## src/rtl/arp_pkg.sv

```systemverilog
// Shared types, codes and a helper function for the ARM relocation patcher.
package arp_pkg;

   localparam int WORD_W = 32;
   localparam int CMD_W = 5;
   localparam int CSR_INDEX_W = 3;
   localparam int QUEUE_DEPTH_DEFAULT = 2;

   // relocation kinds on req_command
   localparam logic [CMD_W-1:0] CMD_PC24 = 5'd0;
   localparam logic [CMD_W-1:0] CMD_CALL = 5'd1;
   localparam logic [CMD_W-1:0] CMD_JUMP24 = 5'd2;
   localparam logic [CMD_W-1:0] CMD_PLT32 = 5'd3;
   localparam logic [CMD_W-1:0] CMD_THM_PC22 = 5'd4;
   localparam logic [CMD_W-1:0] CMD_THM_JUMP24 = 5'd5;
   localparam logic [CMD_W-1:0] CMD_MOVW_ABS_NC = 5'd6;
   localparam logic [CMD_W-1:0] CMD_MOVT_ABS = 5'd7;
   localparam logic [CMD_W-1:0] CMD_MOVW_PREL_NC = 5'd8;
   localparam logic [CMD_W-1:0] CMD_MOVT_PREL = 5'd9;
   localparam logic [CMD_W-1:0] CMD_THM_MOVW_ABS_NC = 5'd10;
   localparam logic [CMD_W-1:0] CMD_THM_MOVT_ABS = 5'd11;
   localparam logic [CMD_W-1:0] CMD_PREL31 = 5'd12;
   localparam logic [CMD_W-1:0] CMD_ABS32 = 5'd13;
   localparam logic [CMD_W-1:0] CMD_REL32 = 5'd14;
   localparam logic [CMD_W-1:0] CMD_GOTPC = 5'd15;
   localparam logic [CMD_W-1:0] CMD_GOTOFF = 5'd16;
   localparam logic [CMD_W-1:0] CMD_GOT32 = 5'd17;
   localparam logic [CMD_W-1:0] CMD_GOT_PREL = 5'd18;
   localparam logic [CMD_W-1:0] CMD_V4BX = 5'd19;
   localparam logic [CMD_W-1:0] CMD_GLOB_DAT = 5'd20;
   localparam logic [CMD_W-1:0] CMD_TLS_LE32 = 5'd21;
   localparam logic [CMD_W-1:0] CMD_NONE = 5'd22;

   // configuration register indexes
   localparam logic [CSR_INDEX_W-1:0] CSR_BLX_AVAILABLE = 3'd0;
   localparam logic [CSR_INDEX_W-1:0] CSR_GOT_BASE = 3'd1;
   localparam logic [CSR_INDEX_W-1:0] CSR_PLT_BASE = 3'd2;
   localparam logic [CSR_INDEX_W-1:0] CSR_PLT_SIZE = 3'd3;
   localparam logic [CSR_INDEX_W-1:0] CSR_TLS_BASE = 3'd4;

   localparam logic [7:0] ARM_BL_CODE = 8'heb;
   localparam logic [7:0] ARM_BLX_CODE = 8'hfa;
   localparam logic [WORD_W-1:0] BX_MASK = 32'h0ffffff0;
   localparam logic [WORD_W-1:0] BX_PATTERN = 32'h012fff10;
   localparam logic [WORD_W-1:0] BX_WORD = 32'he12fff10;
   localparam logic [WORD_W-1:0] MOV_PC_WORD = 32'he1a0f000;
   localparam logic [WORD_W-1:0] MOVW_KEEP_MASK = 32'hfff0f000;
   localparam logic [WORD_W-1:0] TLS_TCB_SIZE = 32'd8;

   typedef enum logic [1:0] {
      ST_OK = 2'd0,
      ST_BAD = 2'd1,
      ST_UNHANDLED = 2'd2,
      ST_STUB = 2'd3
   } status_type;

   typedef enum logic [2:0] {
      OP_ARM_BRANCH,
      OP_THUMB_BRANCH,
      OP_MOV_PREL,
      OP_PREL31,
      OP_ADD,
      OP_OR,
      OP_STORE,
      OP_UNHANDLED
   } op_type;

   typedef struct packed {
      logic             blx_available;
      logic [WORD_W-1:0] got_base;
      logic [WORD_W-1:0] plt_base;
      logic [WORD_W-1:0] plt_size;
      logic [WORD_W-1:0] tls_base;
   } cfg_type;

   // classified request, as handed from front to back
   typedef struct packed {
      op_type           op;
      logic [WORD_W-1:0] word;
      logic [WORD_W-1:0] symbol;
      logic [WORD_W-1:0] diff;
      logic [WORD_W-1:0] diff3;
      logic [WORD_W-1:0] operand;
      logic             arm_call;
      logic             thumb_call;
      logic             top_half;
      logic             to_plt;
      logic             weak_undef;
      logic             blx_ok;
   } item_type;

   // scatter a 16-bit immediate into the Thumb MOVW/MOVT pair layout
   function automatic logic [WORD_W-1:0] thumb_mov_imm(input logic [15:0] v);
      logic [WORD_W-1:0] r;
      r = '0;
      r[30:28] = v[10:8];
      r[23:16] = v[7:0];
      r[10] = v[11];
      r[3:0] = v[15:12];
      return r;
   endfunction

endpackage

```

## src/rtl/arp_front.sv

```systemverilog
// Front stage: accepts a relocation request, classifies it and computes its operands.
module arp_front (
   input  logic                       clock,
   input  logic                       reset,
   input  logic                       start,
   output logic                       busy,
   input  logic [arp_pkg::CMD_W-1:0]  req_command,
   input  logic [arp_pkg::WORD_W-1:0] req_original_word,
   input  logic [arp_pkg::WORD_W-1:0] req_place_address,
   input  logic [arp_pkg::WORD_W-1:0] req_symbol_value,
   input  logic [arp_pkg::WORD_W-1:0] req_got_entry_offset,
   input  logic                       req_weak_undefined,
   input  arp_pkg::cfg_type           cfg,
   input  logic                       queue_full,
   output logic                       push,
   output arp_pkg::item_type          item
);
   import arp_pkg::*;

   logic     valid_ff, valid_in;
   item_type item_ff, item_in;
   logic     accept;

   assign busy = valid_ff & queue_full;
   assign accept = start & ~busy;
   assign push = valid_ff & ~queue_full;
   assign item = item_ff;

   always_comb begin
      logic [WORD_W-1:0] w, pa, sv;
      logic [15:0]       half;
      logic [WORD_W:0]   plt_end;
      w = req_original_word;
      pa = req_place_address;
      sv = req_symbol_value;
      plt_end = {1'b0, cfg.plt_base} + {1'b0, cfg.plt_size};
      half = (req_command == CMD_MOVT_ABS || req_command == CMD_THM_MOVT_ABS) ?
             sv[31:16] : sv[15:0];

      item_in.op = OP_ADD;
      item_in.word = w;
      item_in.symbol = sv;
      item_in.diff = sv - pa;
      item_in.diff3 = sv - pa + 32'd3;
      item_in.operand = '0;
      item_in.arm_call = (req_command == CMD_CALL) ||
                         (req_command == CMD_PC24 && w[31:24] == ARM_BL_CODE);
      item_in.thumb_call = (req_command == CMD_THM_PC22);
      item_in.top_half = (req_command == CMD_MOVT_PREL);
      item_in.to_plt = ({1'b0, sv} >= {1'b0, cfg.plt_base}) && ({1'b0, sv} < plt_end);
      item_in.weak_undef = req_weak_undefined;
      item_in.blx_ok = cfg.blx_available;

      unique case (req_command)
         CMD_PC24, CMD_CALL, CMD_JUMP24, CMD_PLT32: item_in.op = OP_ARM_BRANCH;
         CMD_THM_PC22, CMD_THM_JUMP24: item_in.op = OP_THUMB_BRANCH;
         CMD_MOVW_ABS_NC, CMD_MOVT_ABS: begin
            item_in.operand = {12'd0, half[15:12], 4'd0, half[11:0]};
         end
         CMD_MOVW_PREL_NC, CMD_MOVT_PREL: item_in.op = OP_MOV_PREL;
         CMD_THM_MOVW_ABS_NC: item_in.operand = thumb_mov_imm(half);
         CMD_THM_MOVT_ABS: begin
            item_in.op = OP_OR;
            item_in.operand = thumb_mov_imm(half);
         end
         CMD_PREL31: item_in.op = OP_PREL31;
         CMD_ABS32: item_in.operand = sv;
         CMD_REL32: item_in.operand = sv - pa;
         CMD_GOTPC: item_in.operand = cfg.got_base - pa;
         CMD_GOTOFF: item_in.operand = sv - cfg.got_base;
         CMD_GOT32: item_in.operand = req_got_entry_offset;
         CMD_GOT_PREL: item_in.operand = cfg.got_base + req_got_entry_offset - pa;
         CMD_V4BX: begin
            item_in.op = OP_STORE;
            item_in.operand = ((w & BX_MASK) == BX_PATTERN) ?
                              (w ^ BX_WORD ^ MOV_PC_WORD) : w;
         end
         CMD_GLOB_DAT: begin
            item_in.op = OP_STORE;
            item_in.operand = sv;
         end
         CMD_TLS_LE32: item_in.operand = sv - cfg.tls_base + TLS_TCB_SIZE;
         CMD_NONE: begin
            item_in.op = OP_STORE;
            item_in.operand = w;
         end
         default: item_in.op = OP_UNHANDLED;
      endcase
   end

   always_comb begin
      valid_in = valid_ff;
      if (accept) begin
         valid_in = 1'b1;
      end else if (push) begin
         valid_in = 1'b0;
      end
   end

   always_ff @(posedge clock) begin
      if (reset) begin
         valid_ff <= 1'b0;
      end else begin
         valid_ff <= valid_in;
      end
   end

   always_ff @(posedge clock) begin
      if (accept) begin
         item_ff <= item_in;
      end
   end

endmodule

```

## src/rtl/arp_queue.sv

```systemverilog
// Short queue of classified requests between the front and back stages.
module arp_queue #(
   parameter int DEPTH = arp_pkg::QUEUE_DEPTH_DEFAULT
) (
   input  logic              clock,
   input  logic              reset,
   input  logic              push,
   input  arp_pkg::item_type push_item,
   output logic              full,
   input  logic              pop,
   output logic              head_valid,
   output arp_pkg::item_type head_item
);
   import arp_pkg::*;

   localparam int PTR_W = (DEPTH > 1) ? $clog2(DEPTH) : 1;
   localparam int CNT_W = $clog2(DEPTH + 1);
   localparam logic [PTR_W-1:0] LAST_PTR = PTR_W'(DEPTH - 1);
   localparam logic [CNT_W-1:0] FULL_CNT = CNT_W'(DEPTH);

   item_type         entry_ff [DEPTH];
   logic [PTR_W-1:0] wr_ptr_ff, wr_ptr_in;
   logic [PTR_W-1:0] rd_ptr_ff, rd_ptr_in;
   logic [CNT_W-1:0] count_ff, count_in;
   logic             do_push, do_pop;

   assign full = (count_ff == FULL_CNT);
   assign head_valid = (count_ff != '0);
   assign head_item = entry_ff[rd_ptr_ff];
   assign do_push = push & ~full;
   assign do_pop = pop & head_valid;

   always_comb begin
      wr_ptr_in = wr_ptr_ff;
      rd_ptr_in = rd_ptr_ff;
      count_in = count_ff;
      if (do_push) begin
         wr_ptr_in = (wr_ptr_ff == LAST_PTR) ? '0 : wr_ptr_ff + PTR_W'(1);
      end
      if (do_pop) begin
         rd_ptr_in = (rd_ptr_ff == LAST_PTR) ? '0 : rd_ptr_ff + PTR_W'(1);
      end
      if (do_push && !do_pop) begin
         count_in = count_ff + CNT_W'(1);
      end else if (do_pop && !do_push) begin
         count_in = count_ff - CNT_W'(1);
      end
   end

   always_ff @(posedge clock) begin
      if (reset) begin
         wr_ptr_ff <= '0;
         rd_ptr_ff <= '0;
         count_ff <= '0;
      end else begin
         wr_ptr_ff <= wr_ptr_in;
         rd_ptr_ff <= rd_ptr_in;
         count_ff <= count_in;
      end
   end

   always_ff @(posedge clock) begin
      if (do_push) begin
         entry_ff[wr_ptr_ff] <= push_item;
      end
   end

endmodule

```

## src/rtl/arp_back.sv

```systemverilog
// Back stage: applies the classified relocation and registers the result beat.
module arp_back (
   input  logic                       clock,
   input  logic                       reset,
   input  logic                       head_valid,
   input  arp_pkg::item_type          head_item,
   output logic                       pop,
   output logic                       rsp_strobe,
   output logic [arp_pkg::WORD_W-1:0] rsp_patched_word,
   output logic [1:0]                 rsp_status
);
   import arp_pkg::*;

   logic              strobe_ff;
   logic [WORD_W-1:0] word_ff, word_in;
   status_type        status_ff, status_in;

   // the receiver never stalls, so drain one entry every cycle
   assign pop = head_valid;
   assign rsp_strobe = strobe_ff;
   assign rsp_patched_word = word_ff;
   assign rsp_status = status_ff;

   always_comb begin
      item_type          it;
      logic [WORD_W-1:0] w, x, addend, v;
      logic [15:0]       hi, lo, new_hi, new_lo;
      logic              s, i1, i2, s2, j1, j2, h, thumb_target, out_range, th_ko;
      logic              blx_bit;
      logic [24:0]       tx;
      logic [7:0]        code;
      it = head_item;
      w = it.word;
      thumb_target = it.symbol[0];
      word_in = w;
      status_in = ST_OK;
      x = '0;
      hi = w[15:0];
      lo = w[31:16];
      s = hi[10];
      i1 = ~(lo[13] ^ s);
      i2 = ~(lo[11] ^ s);
      tx = {s, i1, i2, hi[9:0], lo[10:0], 1'b0};
      addend = '0;
      v = '0;
      new_hi = '0;
      new_lo = '0;
      s2 = 1'b0;
      j1 = 1'b0;
      j2 = 1'b0;
      h = 1'b0;
      out_range = 1'b0;
      th_ko = 1'b0;
      blx_bit = 1'b1;
      code = w[31:24];

      unique case (it.op)
         OP_ARM_BRANCH: begin
            x = {{6{w[23]}}, w[23:0], 2'b00} + it.diff;
            h = x[1];
            th_ko = (x[1:0] != 2'b00) && (!it.blx_ok || !it.arm_call);
            out_range = (x[31:25] != {7{x[25]}});
            if (th_ko || out_range) begin
               status_in = ST_BAD;
            end
            if (thumb_target) begin
               code = ARM_BLX_CODE | {7'd0, h};
            end
            word_in = {code, x[25:2]};
         end
         OP_THUMB_BRANCH: begin
            if (it.weak_undef) begin
               word_in = w;
            end else if (!thumb_target && !it.to_plt && !it.thumb_call) begin
               status_in = ST_STUB;
            end else begin
               // BL to ARM code becomes BLX: round to a word boundary
               if (!thumb_target && it.thumb_call) begin
                  x = ({{7{tx[24]}}, tx} + it.diff3) & ~32'd3;
                  blx_bit = 1'b0;
               end else begin
                  x = {{7{tx[24]}}, tx} + it.diff;
               end
               out_range = (x[31:24] != {8{x[24]}});
               if ((!thumb_target || out_range) &&
                   (thumb_target || it.symbol[1] || (!it.thumb_call && !it.to_plt))) begin
                  status_in = ST_BAD;
               end
               s2 = x[24];
               j1 = s2 ^ ~x[23];
               j2 = s2 ^ ~x[22];
               new_hi = {hi[15:11], s2, x[21:12]};
               new_lo = {lo[15:14], j1, blx_bit, j2, x[11:1]};
               word_in = {new_lo, new_hi};
            end
         end
         OP_MOV_PREL: begin
            addend = {{16{w[19]}}, w[19:16], w[11:0]};
            v = it.diff + addend;
            if (it.top_half) begin
               v = {16'd0, v[31:16]};
            end
            word_in = (w & MOVW_KEEP_MASK) | {12'd0, v[15:12], 4'd0, v[11:0]};
         end
         OP_PREL31: begin
            x = {w[30], w[30:0]} + it.diff;
            if (x[31] ^ x[30]) begin
               status_in = ST_BAD;
            end
            word_in = {w[31], x[30:0]};
         end
         OP_ADD: word_in = w + it.operand;
         OP_OR: word_in = w | it.operand;
         OP_STORE: word_in = it.operand;
         OP_UNHANDLED: status_in = ST_UNHANDLED;
         default: status_in = ST_UNHANDLED;
      endcase
   end

   always_ff @(posedge clock) begin
      if (reset) begin
         strobe_ff <= 1'b0;
      end else begin
         strobe_ff <= head_valid;
      end
   end

   always_ff @(posedge clock) begin
      if (head_valid) begin
         word_ff <= word_in;
         status_ff <= status_in;
      end
   end

endmodule

```

## src/rtl/arm_relocation_patcher_core.sv

```systemverilog
// Top level of the ARM relocation patcher: configuration registers and stage wiring.
//
// Applies one ARM/Thumb relocation per request. A request is taken on a clock edge with
// start high and busy low; its patched word and status come back on rsp_* with
// rsp_strobe high for one cycle. On its way the request is held in the front register
// and a queue slot, and its result in the output register. The back stage retires one
// queue entry every cycle and the result port cannot stall, so with QUEUE_DEPTH of two
// or more the queue never fills and busy stays low: a new request may be given in every
// cycle, and results leave in request order. Configuration is to be written through
// csr_* only while no request is in flight; the block itself does not enforce this.
module arm_relocation_patcher_core #(
   parameter int QUEUE_DEPTH = arp_pkg::QUEUE_DEPTH_DEFAULT
) (
   input  logic                            clock,
   input  logic                            reset,
   input  logic                            start,
   output logic                            busy,
   input  logic [arp_pkg::CMD_W-1:0]       req_command,
   input  logic [arp_pkg::WORD_W-1:0]      req_original_word,
   input  logic [arp_pkg::WORD_W-1:0]      req_place_address,
   input  logic [arp_pkg::WORD_W-1:0]      req_symbol_value,
   input  logic [arp_pkg::WORD_W-1:0]      req_got_entry_offset,
   input  logic                            req_weak_undefined,
   output logic                            rsp_strobe,
   output logic [arp_pkg::WORD_W-1:0]      rsp_patched_word,
   output logic [1:0]                      rsp_status,
   input  logic                            csr_write_enable,
   input  logic [arp_pkg::CSR_INDEX_W-1:0] csr_index,
   input  logic [arp_pkg::WORD_W-1:0]      csr_write_data
);
   import arp_pkg::*;

   cfg_type  cfg_ff, cfg_in;
   item_type front_item, head_item;
   logic     push, queue_full, head_valid, pop;

   always_comb begin
      cfg_in = cfg_ff;
      if (csr_write_enable) begin
         unique case (csr_index)
            CSR_BLX_AVAILABLE: cfg_in.blx_available = csr_write_data[0];
            CSR_GOT_BASE: cfg_in.got_base = csr_write_data;
            CSR_PLT_BASE: cfg_in.plt_base = csr_write_data;
            CSR_PLT_SIZE: cfg_in.plt_size = csr_write_data;
            CSR_TLS_BASE: cfg_in.tls_base = csr_write_data;
            default: cfg_in = cfg_ff;
         endcase
      end
   end

   always_ff @(posedge clock) begin
      if (reset) begin
         cfg_ff.blx_available <= 1'b1;
         cfg_ff.got_base <= '0;
         cfg_ff.plt_base <= '0;
         cfg_ff.plt_size <= '0;
         cfg_ff.tls_base <= '0;
      end else begin
         cfg_ff <= cfg_in;
      end
   end

   arp_front u_front (
      .clock                (clock),
      .reset                (reset),
      .start                (start),
      .busy                 (busy),
      .req_command          (req_command),
      .req_original_word    (req_original_word),
      .req_place_address    (req_place_address),
      .req_symbol_value     (req_symbol_value),
      .req_got_entry_offset (req_got_entry_offset),
      .req_weak_undefined   (req_weak_undefined),
      .cfg                  (cfg_ff),
      .queue_full           (queue_full),
      .push                 (push),
      .item                 (front_item)
   );

   arp_queue #(
      .DEPTH (QUEUE_DEPTH)
   ) u_queue (
      .clock      (clock),
      .reset      (reset),
      .push       (push),
      .push_item  (front_item),
      .full       (queue_full),
      .pop        (pop),
      .head_valid (head_valid),
      .head_item  (head_item)
   );

   arp_back u_back (
      .clock            (clock),
      .reset            (reset),
      .head_valid       (head_valid),
      .head_item        (head_item),
      .pop              (pop),
      .rsp_strobe       (rsp_strobe),
      .rsp_patched_word (rsp_patched_word),
      .rsp_status       (rsp_status)
   );

endmodule

```

## config.mk

```make
export PLATFORM = sky130hd
export DESIGN_NAME = arm_relocation_patcher_core
export DESIGN_NICKNAME = d
export VERILOG_FILES = /design/src/rtl/arp_pkg.sv /design/src/rtl/arp_front.sv /design/src/rtl/arp_queue.sv /design/src/rtl/arp_back.sv /design/src/rtl/arm_relocation_patcher_core.sv
export SDC_FILE = /design/constraint.sdc
export NUM_CORES = 2
export LEC_CHECK = 0
export BUFFER_PORTS_ARGS = -buffer_cell sky130_fd_sc_hd__buf_2
export CAP_MARGIN = 20
export CELL_PAD_IN_SITES_DETAIL_PLACEMENT = 1
export CELL_PAD_IN_SITES_GLOBAL_PLACEMENT = 1
export CORE_ASPECT_RATIO = 1.25
export CORE_MARGIN = 1
export CORE_UTILIZATION = 49
export DETAILED_ROUTE_END_ITERATION = 12
export PLACE_DENSITY_LB_ADDON = 0.1
export SYNTH_ARGS = -nofsm -noshare
export SYNTH_HDL_FRONTEND = slang
export SYNTH_SLANG_ARGS = --single-unit
```

## constraint.sdc

```tcl
create_clock -name clock -period 18 [get_ports clock]
set_input_delay 0.9 -clock clock [delete_from_list [all_inputs] [get_ports clock]]
set_output_delay 0.9 -clock clock [all_outputs]
set_load 0.05 [all_outputs]
```

Word level (Yosys, flattened, before mapping)
Memories as Yosys holds them, arrays and structs flattened. A register that Yosys moved wholly into a read port is not among the register bits.
Index checks and enable logic that the tools add are counted.
{ "totals": {"input_bits": 173, "reg_bits": 338, "ramBits": 338, "mem_count": 1} }
{ "memory_table": {"columns": ["memory", "depth", "word_bits", "read_ports", "rd_clocked_by_memory_dff", "write_ports", "line", "text"], "rows": [
  ["u_queue.entry_ff", 2, 169, 1, 1, 1, "arp_queue.sv:21", "item_type entry_ff [DEPTH];"]
]} }
{ "op_classes": {"order_cmp": 2, "eq_ne": 38, "mux": 31, "addsub": 19, "reduce_logical": 44, "n_bitwise": 19} }
{ "op_table": {"columns": ["op", "n"], "rows": [
  ["32-bit one-hot mux with 11 select lines", 1],
  ["32-bit adder", 7],
  ["32-bit one-hot mux with 7 select lines", 1],
  ["32-bit two-way mux", 5],
  ["32-bit subtractor", 5],
  ["30-bit two-way mux", 2],
  ["16-bit two-way mux", 3],
  ["5-bit by 4-bit equality test with 1-bit output, second input constant", 8],
  ["5-bit equality test, second input constant", 7],
  ["32-bit by 32-bit adder with 33-bit output", 1],
  ["32-bit by 33-bit < comparator with 1-bit output", 1],
  ["32-bit by 2-bit adder with 32-bit output, second input constant", 1],
  ["32-bit by 4-bit adder with 32-bit output, second input constant", 1],
  ["32-bit >= comparator", 1],
  ["32-bit by 20-bit OR with 32-bit output", 1],
  ["32-bit OR", 1],
  ["24-bit by 21-bit equality test with 1-bit output, second input constant", 1],
  ["3-bit one-hot mux with 7 select lines", 1],
  ["5-bit by 3-bit equality test with 1-bit output, second input constant", 4],
  ["18-bit NOT", 1],
  ["3-bit equality test, second input constant", 5],
  ["3-bit by 2-bit equality test with 1-bit output, second input constant", 4],
  ["1-bit two-way mux", 12],
  ["5-bit by 2-bit equality test with 1-bit output, second input constant", 2],
  ["27 further kinds", 77]
]} }

Logic depth before layout (Yosys ltp)
{ "depth": {"word_depth": 14, "mapped_depth": 23, "mapped_depth_nobuf": 23} }

Hierarchy
A second synthesis with hierarchy kept.
{ "unflattened": {"cells_unflattened": 5018, "hier_area_um2": 50621.0} }
{ "modules_own_cells": {"columns": ["module", "seq_area_each_um2", "area_per_inst_um2", "instances", "cells_each"], "rows": [
  ["arp_front", 5094.9, 20539.7, 1, 2342],
  ["arp_queue", 10249.8, 12832.3, 1, 551],
  ["arp_back", 1041.0, 12111.6, 1, 1665],
  ["arm_relocation_patcher_core", 2582.5, 5137.4, 1, 460]
]} }

Worst setup path after synthesis
OpenSTA, ideal clock, no wires.
{ "synth_timing": {"kind": "input to register", "startpoint": "input port start", "endpoint": "register u_front.item_ff, in the netlist u_front.item[0], enable pin", "setup_time_ns": 0.650, "arrival_ns": 6.875, "cell_stages": 1, "slack_ns": 10.474, "n_path_buf": 0, "cell_sequence": "nor2b_1"} }
{ "synth_via": {"elab_chain_cells": 1} }
{ "synth_rtl": {"columns": ["element", "line", "text"], "rows": [
  ["start, declared", "arm_relocation_patcher_core.sv:16", "input logic start,"],
  ["1-bit bitwise AND", "arp_front.sv:25", "assign accept = start & ~busy;"],
  ["end signal, assigned", "arp_front.sv:110", "item_ff <= item_in;"],
  ["end, declared", "arp_front.sv:21", "item_type item_ff, item_in;"]
]} }
No other way between the ends.
A chain may end at the register's enable or synchronous reset.

==> results.ini <==
[status]
outcome = finished clean

[synthesis]
syn_nets = 5680
synthMuxAreaShare_pct = 4.07
synth_async_sr_flop_share_pct = 0
synth.top_cell.area_share_pct = 29.4
synth_ff_type = edfxtp_1
synthSimpleGateAreaFrac_pct = 12.8
ys_warn_count = 0
synth.most_common_cell = a21oi_1
synth-seq-area-share_pct = 35.3
ys_seq_elements = 584
yosys-top-cells-count = a21oi_1, nand2_1, ha_1
synth-edff-count = 448
synth.largest_area_cell = edfxtp_1
synth_area_mm2 = 0.0458
synth_compound_area_share_pct = 21.8
syn_avg_cell_area_um2 = 9.19
syn_inst = 4986
synthTopCellsByArea = edfxtp_1, ha_1, a21oi_1
synthXorXnorAreaFrac_pct = 6.46
synth_cell_types = 98
synth_top_family_by_area = compound AO/OA/AOI/OAI gates
synth_fa_ha_area_share_pct = 15.0

[global_routing]
overflow = 0
antenna_found_initial = 22
grt_pass1_vias = 42700
grt_pass1_wl_um = 270000
grt_max_degree = 72
grt_usage_pct = 39.0

[clocking]
path_clk_slew_ps = 60
h-tree-depth = 3
cts_sinks = 584
cts_buffer_depth = 3
numCtsBuffers = 66
cts_setup_buffers = 0
clk_latency_ps = 640
cts-resized-gates = 0
ctsHoldBuffers = 0
cts-root-buf = clkbuf_16
cts_tree = built

[timing]
layout_setup_ws_ps = 10150
period_needed_ps = 7850
rsz0062_at_grt = no
drv_slew = 0
hold_violations = 0
fin_worst_skew_ps = 32.0
period_share_pct = 43.6
tightestPinTransition_ps = 1220
report.final.setup_viol = 0
setup-tns-final_ps = 0
fmax_mhz = 127
relSlewSlack_pct = 18.7

[die]
coreArea_mm2 = 0.0927
ios = 209
die_h_um = 344
floorplan.rows = 125
die_x_um = 275
die_area_mm2 = 0.0947
initial_core_util_pct = 49.4

[final_layout]
fillers = 10700
fin_nets = 5864
drive_gt1_share_pct = 10.4
final_core_util_pct = 54.7
syn_to_final_growth_pct = 10.7

[pwr]
swShare_pct = 46.4
vdd_drop_max_uv = 76.2
power_leakage_nw = 20.8
combinationalPowerShare_pct = 56.7
p_per_area_mw_per_mm2 = 146
p_int_mw = 3.98
clockPowerShare_pct = 19.6
p_seq_share_pct = 23.7
p_switching_mw = 3.44

[setup_path]
crit_path_end_kind = flop
path_max_fanout = 51
path_class = flop to flop
start_kind = flop
cp.required_ps = 18320
cp.arrival_ps = 8170

[drt]
dr.pass1.iters = 8
vias = 41100
via_per_inst = 6.38
wire_per_inst_um = 29.0
drc = 0
drt_wl_total_um = 186000
ant_nets = 0
drt_iter0_markers = 2916

[flow_run]
max_cap_viol_count = 0

[place]
dp_hpwl_um = 146000
dp_slack_ps = 10460
routabilityCongestion = 1.02
port_buffers = 208

[worst_hold_path]
hp-class = flop to flop

## worst paths after layout
| kind | from | to | slack (ps) | cells after the start |
|---|---|---|---|---|
| worst max-delay path | flop | u_back.rsp_status[0] | 10150 | 20 |
| worst min-delay path | u_front.item[13] | u_queue.entry_ff[0][13] | 430 | 0 |
| worst min register to register | u_front.item[13] | u_queue.entry_ff[0][13] | 430 | 0 |
| worst max register to register | flop | u_back.rsp_status[0] | 10150 | 20 |
## registers in the layout (all words and copies together), names as in the netlist, named ones only
register	flops
u_front.valid_ff	1
u_queue.rd_ptr_ff	1
u_queue.count_ff	2
u_back.rsp_strobe	1
u_back.rsp_status	2
u_queue.entry_ff	276
u_back.rsp_patched_word	32
cfg_ff	129
u_queue.wr_ptr_ff	1
u_front.item	138
## cell usage in the layout (no fill, tap or decap), types with 16 or more instances in the layout
master     Yosys  routed
a211o_1       18      18
a211oi_1      50      50
a21o_1       178     178
a21oi_1      558     557
a221oi_1      37      37
a222oi_1      31      31
a31oi_1       46      46
and2_1        23      23
and3_1        48      46
and4_1        16      16
buf_2          4     207
buf_4          0      66
clkbuf_16      0      67
dfxtp_1      136     135
edfxtp_1     448     448
fa_1          41      41
ha_1         480     480
inv_1        403     403
mux2_2        89      89
mux2i_1       86      83
nand2_1      521     521
nand2b_1      65      65
nand3_1       89      88
nand4_1       39      39
nor2_1       230     224
nor2b_1       47      46
nor3_1        66      61
o211ai_1      41      41
o21a_1        41      41
o21ai_0      281     281
o21bai_1      43      43
o22ai_1       44      44
o31ai_1       20      20
or2_2         19      19
or3_1         17      17
xnor2_1      194     194
xor2_1       135     135
## metrics by stage
stage	hold slack [ps]	instances	power [mW]	area (µm²)
6_report	427	6436	7.42	50700
5_1_grt	436	6427	7.76	50700
4_1_cts	434	6424	7.32	50700
3_5_place_dp	434	6306	5.84	48400
3_3_place_gp	422	6306	5.77	48400
2_1_floorplan	402	4986	4.53	45800
## worst max-delay path, stage by stage, from the launching register on
cell and delay, ps:
dfxtp_4 650, buf_4 520, buf_4 620, buf_4 760
mux2i_1 420, inv_1 280, ha_1 330, fa_1 470
a21o_1 200, a21oi_1 310, o21ba_2 230, o21ai_1 120
a311oi_1 290, buf_4 210, nor2_1 60, a2111oi_0 770
nor2b_1 170, a221oi_1 360, xor2_1 260, xor2_1 260
o221ai_1 140
## cell type report
class | count | area, µm² | share of cell area [%]
diodes | 10 | 25.0 | 0.0493
clock inverters | 44 | 591 | 1.16
inverters | 404 | 1520 | 2.99
well taps | 1206 | 1510 | 2.97
clock buffers | 74 | 1700 | 3.36
multi-input cells | 3840 | 27700 | 54.5
repair buffers | 274 | 1540 | 3.03
flip-flops and latches | 584 | 16200 | 31.9
## routing by layer
metal	part of all wire [%]	vias to the layer above	global-route usage (%)
li1	-	18700	-
met1	36	20300	42.0
met2	48	1503	67.3
met3	6.0	603	7.02
met4	8.9	22	30.7
met5	0.070	-	0
## power by group through the flow
stage                     clock [mW]  sequential (mW)  combinational (mW)
after CTS                       1.47             1.76                4.09
after floorplan                    0             1.90                2.63
after detailed placement           0             1.79                4.05
after global placement             0             1.77                4.00
after global routing            1.51             1.77                4.47
final                           1.45             1.76                4.21
## cells by family (layout without fill, tap and decap cells)
logic type | after synthesis | in the layout
multiplexers | 175 | 175
flip-flops | 584 | 584
AND/OR/NAND/NOR | 1242 | 1242
adder cells (fa/ha/maj) | 524 | 524
XOR/XNOR | 333 | 333
buffers and inverters | 562 | 796
AO/OA/AOI/OAI | 1566 | 1566
other | 0 | 10
(Power assumes the default switching activity.)
